### src/rtl/core/mqr_pkg.sv
// Shared types and constants for the matrix quarter-turn rotator.
package mqr_pkg;

	// Fixed field widths of the channels and the configuration port
	localparam int ELEM_W     = 32;
	localparam int VALUE_W    = 32;
	localparam int DIM_FLD_W  = 7;
	localparam int ROT_W      = 2;
	localparam int CFG_IDX_W  = 2;
	localparam int CFG_DATA_W = 7;

	// Register indexes
	localparam logic [CFG_IDX_W-1:0] REG_IN_WIDTH  = 2'd0;
	localparam logic [CFG_IDX_W-1:0] REG_IN_HEIGHT = 2'd1;
	localparam logic [CFG_IDX_W-1:0] REG_ROTATION  = 2'd2;

	// Item commands
	localparam logic CMD_LOAD = 1'b0;
	localparam logic CMD_EMIT = 1'b1;

	// Result status codes
	localparam logic STATUS_OK        = 1'b0;
	localparam logic STATUS_NOT_READY = 1'b1;

	// Rotation codes (clockwise)
	localparam logic [ROT_W-1:0] ROT_0   = 2'd0;
	localparam logic [ROT_W-1:0] ROT_90  = 2'd1;
	localparam logic [ROT_W-1:0] ROT_180 = 2'd2;
	localparam logic [ROT_W-1:0] ROT_270 = 2'd3;

	typedef enum logic [1:0] {
		S_IDLE,
		S_ADDR,
		S_READ,
		S_PUT
	} state_t;

	// Controller to datapath
	typedef struct packed {
		logic load_en;
		logic emit_start;
		logic addr_en;
		logic rd_en;
		logic out_load;
	} ctrl_cmd_t;

	// Datapath to controller
	typedef struct packed {
		logic loaded_full;
	} dp_sts_t;

endpackage

### src/rtl/core/mqr_ctrl.sv
// Sequencing state machine: item acceptance, emit steps and output slot.
module mqr_ctrl (
	input  logic                clk,
	input  logic                arst_n,
	input  logic                in_valid,
	input  logic                in_cmd,
	output logic                in_ready,
	output logic                out_valid,
	input  logic                out_ready,
	output mqr_pkg::ctrl_cmd_t  ctl,
	input  mqr_pkg::dp_sts_t    sts
);

	mqr_pkg::state_t state_q, state_d;
	logic            out_valid_q;
	logic            accept;
	logic            slot_free;

	assign accept    = in_valid && (state_q == mqr_pkg::S_IDLE);
	assign slot_free = !out_valid_q || out_ready;

	// next state
	always_comb begin
		state_d = state_q;
		unique case (state_q)
			mqr_pkg::S_IDLE: begin
				if (accept && in_cmd == mqr_pkg::CMD_EMIT) begin
					state_d = sts.loaded_full ? mqr_pkg::S_ADDR : mqr_pkg::S_PUT;
				end
			end
			mqr_pkg::S_ADDR: state_d = mqr_pkg::S_READ;
			mqr_pkg::S_READ: state_d = mqr_pkg::S_PUT;
			mqr_pkg::S_PUT: begin
				if (slot_free) begin
					state_d = mqr_pkg::S_IDLE;
				end
			end
			default: state_d = mqr_pkg::S_IDLE;
		endcase
	end

	// outputs
	always_comb begin
		in_ready       = (state_q == mqr_pkg::S_IDLE);
		ctl.load_en    = accept && (in_cmd == mqr_pkg::CMD_LOAD);
		ctl.emit_start = accept && (in_cmd == mqr_pkg::CMD_EMIT);
		ctl.addr_en    = (state_q == mqr_pkg::S_ADDR);
		ctl.rd_en      = (state_q == mqr_pkg::S_READ);
		ctl.out_load   = (state_q == mqr_pkg::S_PUT) && slot_free;
	end

	always_ff @(posedge clk or negedge arst_n) begin
		if (!arst_n) begin
			state_q     <= mqr_pkg::S_IDLE;
			out_valid_q <= 1'b0;
		end else begin
			state_q <= state_d;
			if (ctl.out_load) begin
				out_valid_q <= 1'b1;
			end else if (out_ready) begin
				out_valid_q <= 1'b0;
			end
		end
	end

	assign out_valid = out_valid_q;

endmodule

### config.mk
export PLATFORM = sky130hd
export DESIGN_NAME = mqr_ctrl
export DESIGN_NICKNAME = d
export VERILOG_FILES = /design/src/rtl/core/mqr_pkg.sv /design/src/rtl/core/mqr_ctrl.sv
export SDC_FILE = /design/constraint.sdc
export NUM_CORES = 1
export LEC_CHECK = 0
export BUFFER_PORTS_ARGS = -buffer_cell sky130_fd_sc_hd__buf_2
export CAP_MARGIN = 20
export CORE_AREA = 2 2 39 41
export CTS_BUF_LIST = sky130_fd_sc_hd__clkbuf_16
export CTS_CLUSTER_SIZE = 40
export DETAILED_ROUTE_END_ITERATION = 10
export DIE_AREA = 0 0 41 43
export GPL_TIMING_DRIVEN = 0
export PLACE_DENSITY = 0.41
export SLEW_MARGIN = 20
export SYNTH_ARGS = -nofsm -noshare
export SYNTH_HDL_FRONTEND = slang
export SYNTH_SLANG_ARGS = --single-unit
### constraint.sdc
create_clock -name clk -period 2.55 [get_ports clk]
set_input_delay 0.51 -clock clk [delete_from_list [all_inputs] [get_ports clk]]
set_output_delay 0.51 -clock clk [all_outputs]
set_load 0.02 [all_outputs]
==> Word level (Yosys, flattened, before mapping) <==
Cells that the tools add are included.
{ "op_classes": {"eq_ne": 5, "muxes": 6, "bitwise_logic": 1, "n_reduce_logical": 9} }
{ "ops": {"columns": ["op", "n"], "rows": [
  ["2-bit case mux with 4 select lines", 1],
  ["2-bit two-way mux", 3],
  ["2-bit == test, second input constant", 2],
  ["1-bit logical AND", 4],
  ["2-bit by 1-bit == test with 1-bit output, second input constant", 1],
  ["2-bit zero test", 1],
  ["1-bit two-way mux", 2],
  ["2-bit by 1-bit inequality test with 1-bit output, second input constant", 1],
  ["2-bit inequality test, second input constant", 1],
  ["2-bit AND reduction", 1],
  ["2-bit nonzero test", 1],
  ["1-bit zero test", 1],
  ["1-bit logical OR", 1],
  ["1-bit inverter", 1]
]} }
{ "totals": {"reg_bits": 3} }

==> Depth between registers and ports, before layout <==
{ "logic_depth": {"word_depth": 5, "ltp_mapped": 4, "ltp_nobuf": 4} }

==> Least setup slack after synthesis <==
OpenSTA, ideal clock, no wires.
{ "synth_timing": {"kind": "register to output", "startpoint": "register state_q[1]", "endpoint": "output port ctl[4] (netlist name)", "t_arrival_ns": 1.267, "t_required_ns": 2.040, "path_slack_ns": 0.773, "path_stages_with_launch": 5, "cell_sequence": "dfrtp_1 > inv_1 > ha_1 > nand2_1 > nor2_1"} }
{ "synth_rtl": {"columns": ["item", "line_no", "text"], "rows": [
  ["start, declared", "mqr_ctrl.sv:14", "mqr_pkg::state_t state_q, state_d;"],
  ["start signal, assigned", "mqr_ctrl.sv:54", "state_q <= mqr_pkg::S_IDLE;"],
  ["start signal, assigned", "mqr_ctrl.sv:57", "state_q <= state_d;"],
  ["end, declared", "mqr_ctrl.sv:10", "output mqr_pkg::ctrl_cmd_t ctl,"]
]} }

==> impl.org <==
** STA
- Worst slack on hold paths :: 0.0761 ns
- The number of pins exceeding their max-slew limit in the final report was 0.
- Portion of the clock cycle consumed by the worst path in the final layout :: 0.750
- Setup Viol. Count Final :: 0
- Setup repair after global routing missed its margin :: false
- Across the routed clock network, the largest skew measured is 0.00119 ns.
- Achievable Freq :: 523 MHz
- In the final timing run, aggregate negative setup slack is 0 ns.
- Final critical-path required period :: 1.91 ns
- Final setup slack of the worst path :: 0.639 ns
- Measured against its own limit, the worst slew margin works out to 0.840.
- The final count of hold timing violations came to 0.
- Transition time at the pin with the least slew margin :: around 0.24 ns

** Setup path
- The critical path is of the register to output pin type.
- Sort of element at the end of the critical path :: output pin
- Slowest library cell on the worst path :: dfrtp_1
- Of all nets on the critical path, the largest fanout is 7.
- Highest cell delay on the worst timing path :: 0.39 ns
- At the worst endpoint, the required time is about 2.0 ns.
- Data arrives at the worst endpoint at 1.40 ns.
- Traced cell by cell, the critical path runs through inv_1 -> ha_1 -> and3_1 -> buf_2.
- Together, buffers and inverters on the worst path number 2.
- Worst Setup Start Kind :: register
- Across all register-to-register paths, the minimum setup slack is 1.21 ns.
- Among cell families on the critical path, the largest total delay comes from flip-flops.

** Cells and area
- Area taken by multi-input logic gates :: approximately 150 sq um
- The number of antenna diodes in the final layout is 0.
- Post-Route Utilization :: 0.284
- Fillers :: about 140
- Footprint of the flip-flops and latches :: 75.1 sq um
- In the final layout, the share of cells above drive strength 1 is 0.462.
- From synthesis to final layout, the design area changed by 67.9%.
- Final layout net count :: 50

** CTS
- Clk pin slew, worst setup/hold paths :: 0.03 ns
- The number of hold buffers added after CTS was 0.
- Clock Root Buffer :: clkbuf_16
- Clk sink count :: 3
- In this run the post-CTS setup repair buffer count came out at 0.
- In this run the number of H-tree levels came out at 1.
- CTS tree :: built
- Clock network latency to the later pin of the worst-skew pair :: roughly 0.22 ns
- Counting along the longest clock path gives a buffer depth of 2.
- Number of clock buffers inserted by TritonCTS :: 3
- After clock tree synthesis, the repair step resized 0 gates.

** Routing
- Post-route DRC :: 0
- First-pass iteration count of the detailed router :: 1
- Wires add up to a little under 500 microns.
- The count of nets left with antenna violations once routing finished came out at 0.
- The first routing iteration left 0 violations.
- Total number of vias :: 208
- In the routed layout, each cell is associated on average with a via count of 3.78.
- After detailed routing, the average wire length per cell comes to 8.75 microns.

** Synth
- Number of flops mapped to enable cells by yosys :: 0
- Post-Syn Area per Cell :: 10.2 sq um
- Synth cell count leaders :: ha_1 (4), dfrtp_1 (3), inv_1 (2), nand2_1 (2), nand2b_1 (2)
- Most instantiated flip-flop cell in the synthesis netlist :: dfrtp_1
- After synthesis, the cell types taking the most area are dfrtp_1 (32%), ha_1 (21%), a221oi_2 (6.4%), o2bb2ai_2 (6.4%), nand2b_1 (5.3%).
- In the post-synthesis netlist, the cell with the most instances is ha_1.
- Post-Syn Instances :: 23
- Library cell occupying the most area in the post-synthesis netlist :: dfrtp_1
- For this run, the number of Yosys warnings is 0.
- Number of unique standard cell types used by synthesis :: 15
- Total of flip-flops plus latches after synthesis :: 3
- The synthesized netlist occupies a cell area of ~230 sq um.
- Sequential-to-total area share from yosys stat :: 0.321
- After synthesis, the share of flip-flops with an asynchronous set or reset is 1.00.
- Of the post-synthesis cell area, the dominant cell type holds 0.321.
- When the netlist entered floorplanning its net count stood at 33.

** Run
- Across the run, the number of max-cap violations was 0.

** Placement
- OpenSTA, run right after detailed placement, puts the worst setup slack at 0.852 ns.
- Input/output buffers :: 12
- Gp weighted congestion :: ~0.60

** Power
- Post-layout power :: 0.599 mW
- The analysis attributes to cell leakage a power of ~0.21 nW.
- IR analysis of the VDD net gives a maximum drop of roughly 0.00066 V.
- Power per unit of standard cell area :: 1520 nW/um^2

** Hold path
- Min-delay worst type :: input pin to async pin

** Floorplanning
- Pin placement for this block handled 13 I/O pins.
- Effective utilization at floorplan :: 0.169
- Overall die width :: 41 microns
- Die Height :: between 40 and 50 microns
- The floorplan step defined a die boundary enclosing 1760 sq um.
- Std-Cell Core Area :: 1380 sq um
- Num rows :: 14

** Global routing
- Overflow after GRT :: 0
- Maximum number of pins on one net before global-route repair :: 8
- In the global route stage, overall resource usage came out at 0.0624.
- The initial antenna violation count is 0.
- Via count of the first global-routing pass :: 183
- Global-route wire length before repair :: 710 microns

** Run status
- The flow ran to the end, and the final reports show no timing, DRC or antenna violations.
[through the flow]
| step | std cells | cell area, sq um |
|---|---|---|
| final | 55 | 393 |
| after global routing | 55 | 393 |
| after CTS | 55 | 393 |
| after detailed placement | 51 | 314 |
| after global placement | 51 | 314 |
| after floorplan | 23 | 234 |
[metal layers]
layer	vias up	routed length, microns	track usage
li1	113	-	-
met1	82	246	0.0809
met2	13	178	0.0781
met3	0	56	0.0157
met4	0	0	0.0600
met5	-	0	0
[layout by cell type, fill, tap and decap left out]
cell type  synthesis  final
a21oi_1            1      1
a221oi_2           1      1
and2_1             1      1
and3_1             1      1
and3b_2            1      1
buf_2              0     12
clkbuf_16          0      3
dfrtp_1            3      3
ha_1               4      4
inv_1              2      3
nand2_1            2      2
nand2b_1           2      2
nand3_1            1      1
nor2_1             1      1
nor3_1             1      1
o2bb2ai_2          1      1
o32a_1             1      1
[kinds of logic after synthesis]
family / Yosys count / share of synthesized area
AND/OR/NAND/NOR: 10 / 0.241
AO/OA/AOI/OAI: 4 / 0.192
adder cells (fa/ha/maj): 4 / 0.214
flip-flops: 3 / 0.321
buffers and inverters: 2 / 0.0321
[final timing paths]
kind | start | to | depth (start not counted)
worst max-delay path | state_q[1] | ctl[3] | 4
worst min-delay path | arst_n | state_q[1] | 1
worst max register to register | state_q[0] | state_q[0] | 3
worst min register to register | out_valid | out_valid | 2
max in group asynchronous | arst_n | state_q[0] | 1
min in group clk | out_valid | out_valid | 2
[flip-flops by register name, summed over array words and instances (netlist names)]
signal and count:
out_valid 1, state_q 2
[layout make-up]
type / instances / area share
tap: 16 / 0.0510
sequential: 3 / 0.191
multi-input combinational: 18 / 0.385
clock inverter: 1 / 0.00955
clock buffer: 3 / 0.191
timing repair buffer: 12 / 0.153
inverter: 2 / 0.0191
[report_power, final]
part           internal (mW)  leakage (nW)  switching (mW)
clock                  0.202        0.0423          0.0399
combinational          0.108         0.136           0.153
sequential            0.0741        0.0354          0.0212
total                  0.384         0.214           0.215
Power figures use the tool's default switching activity.
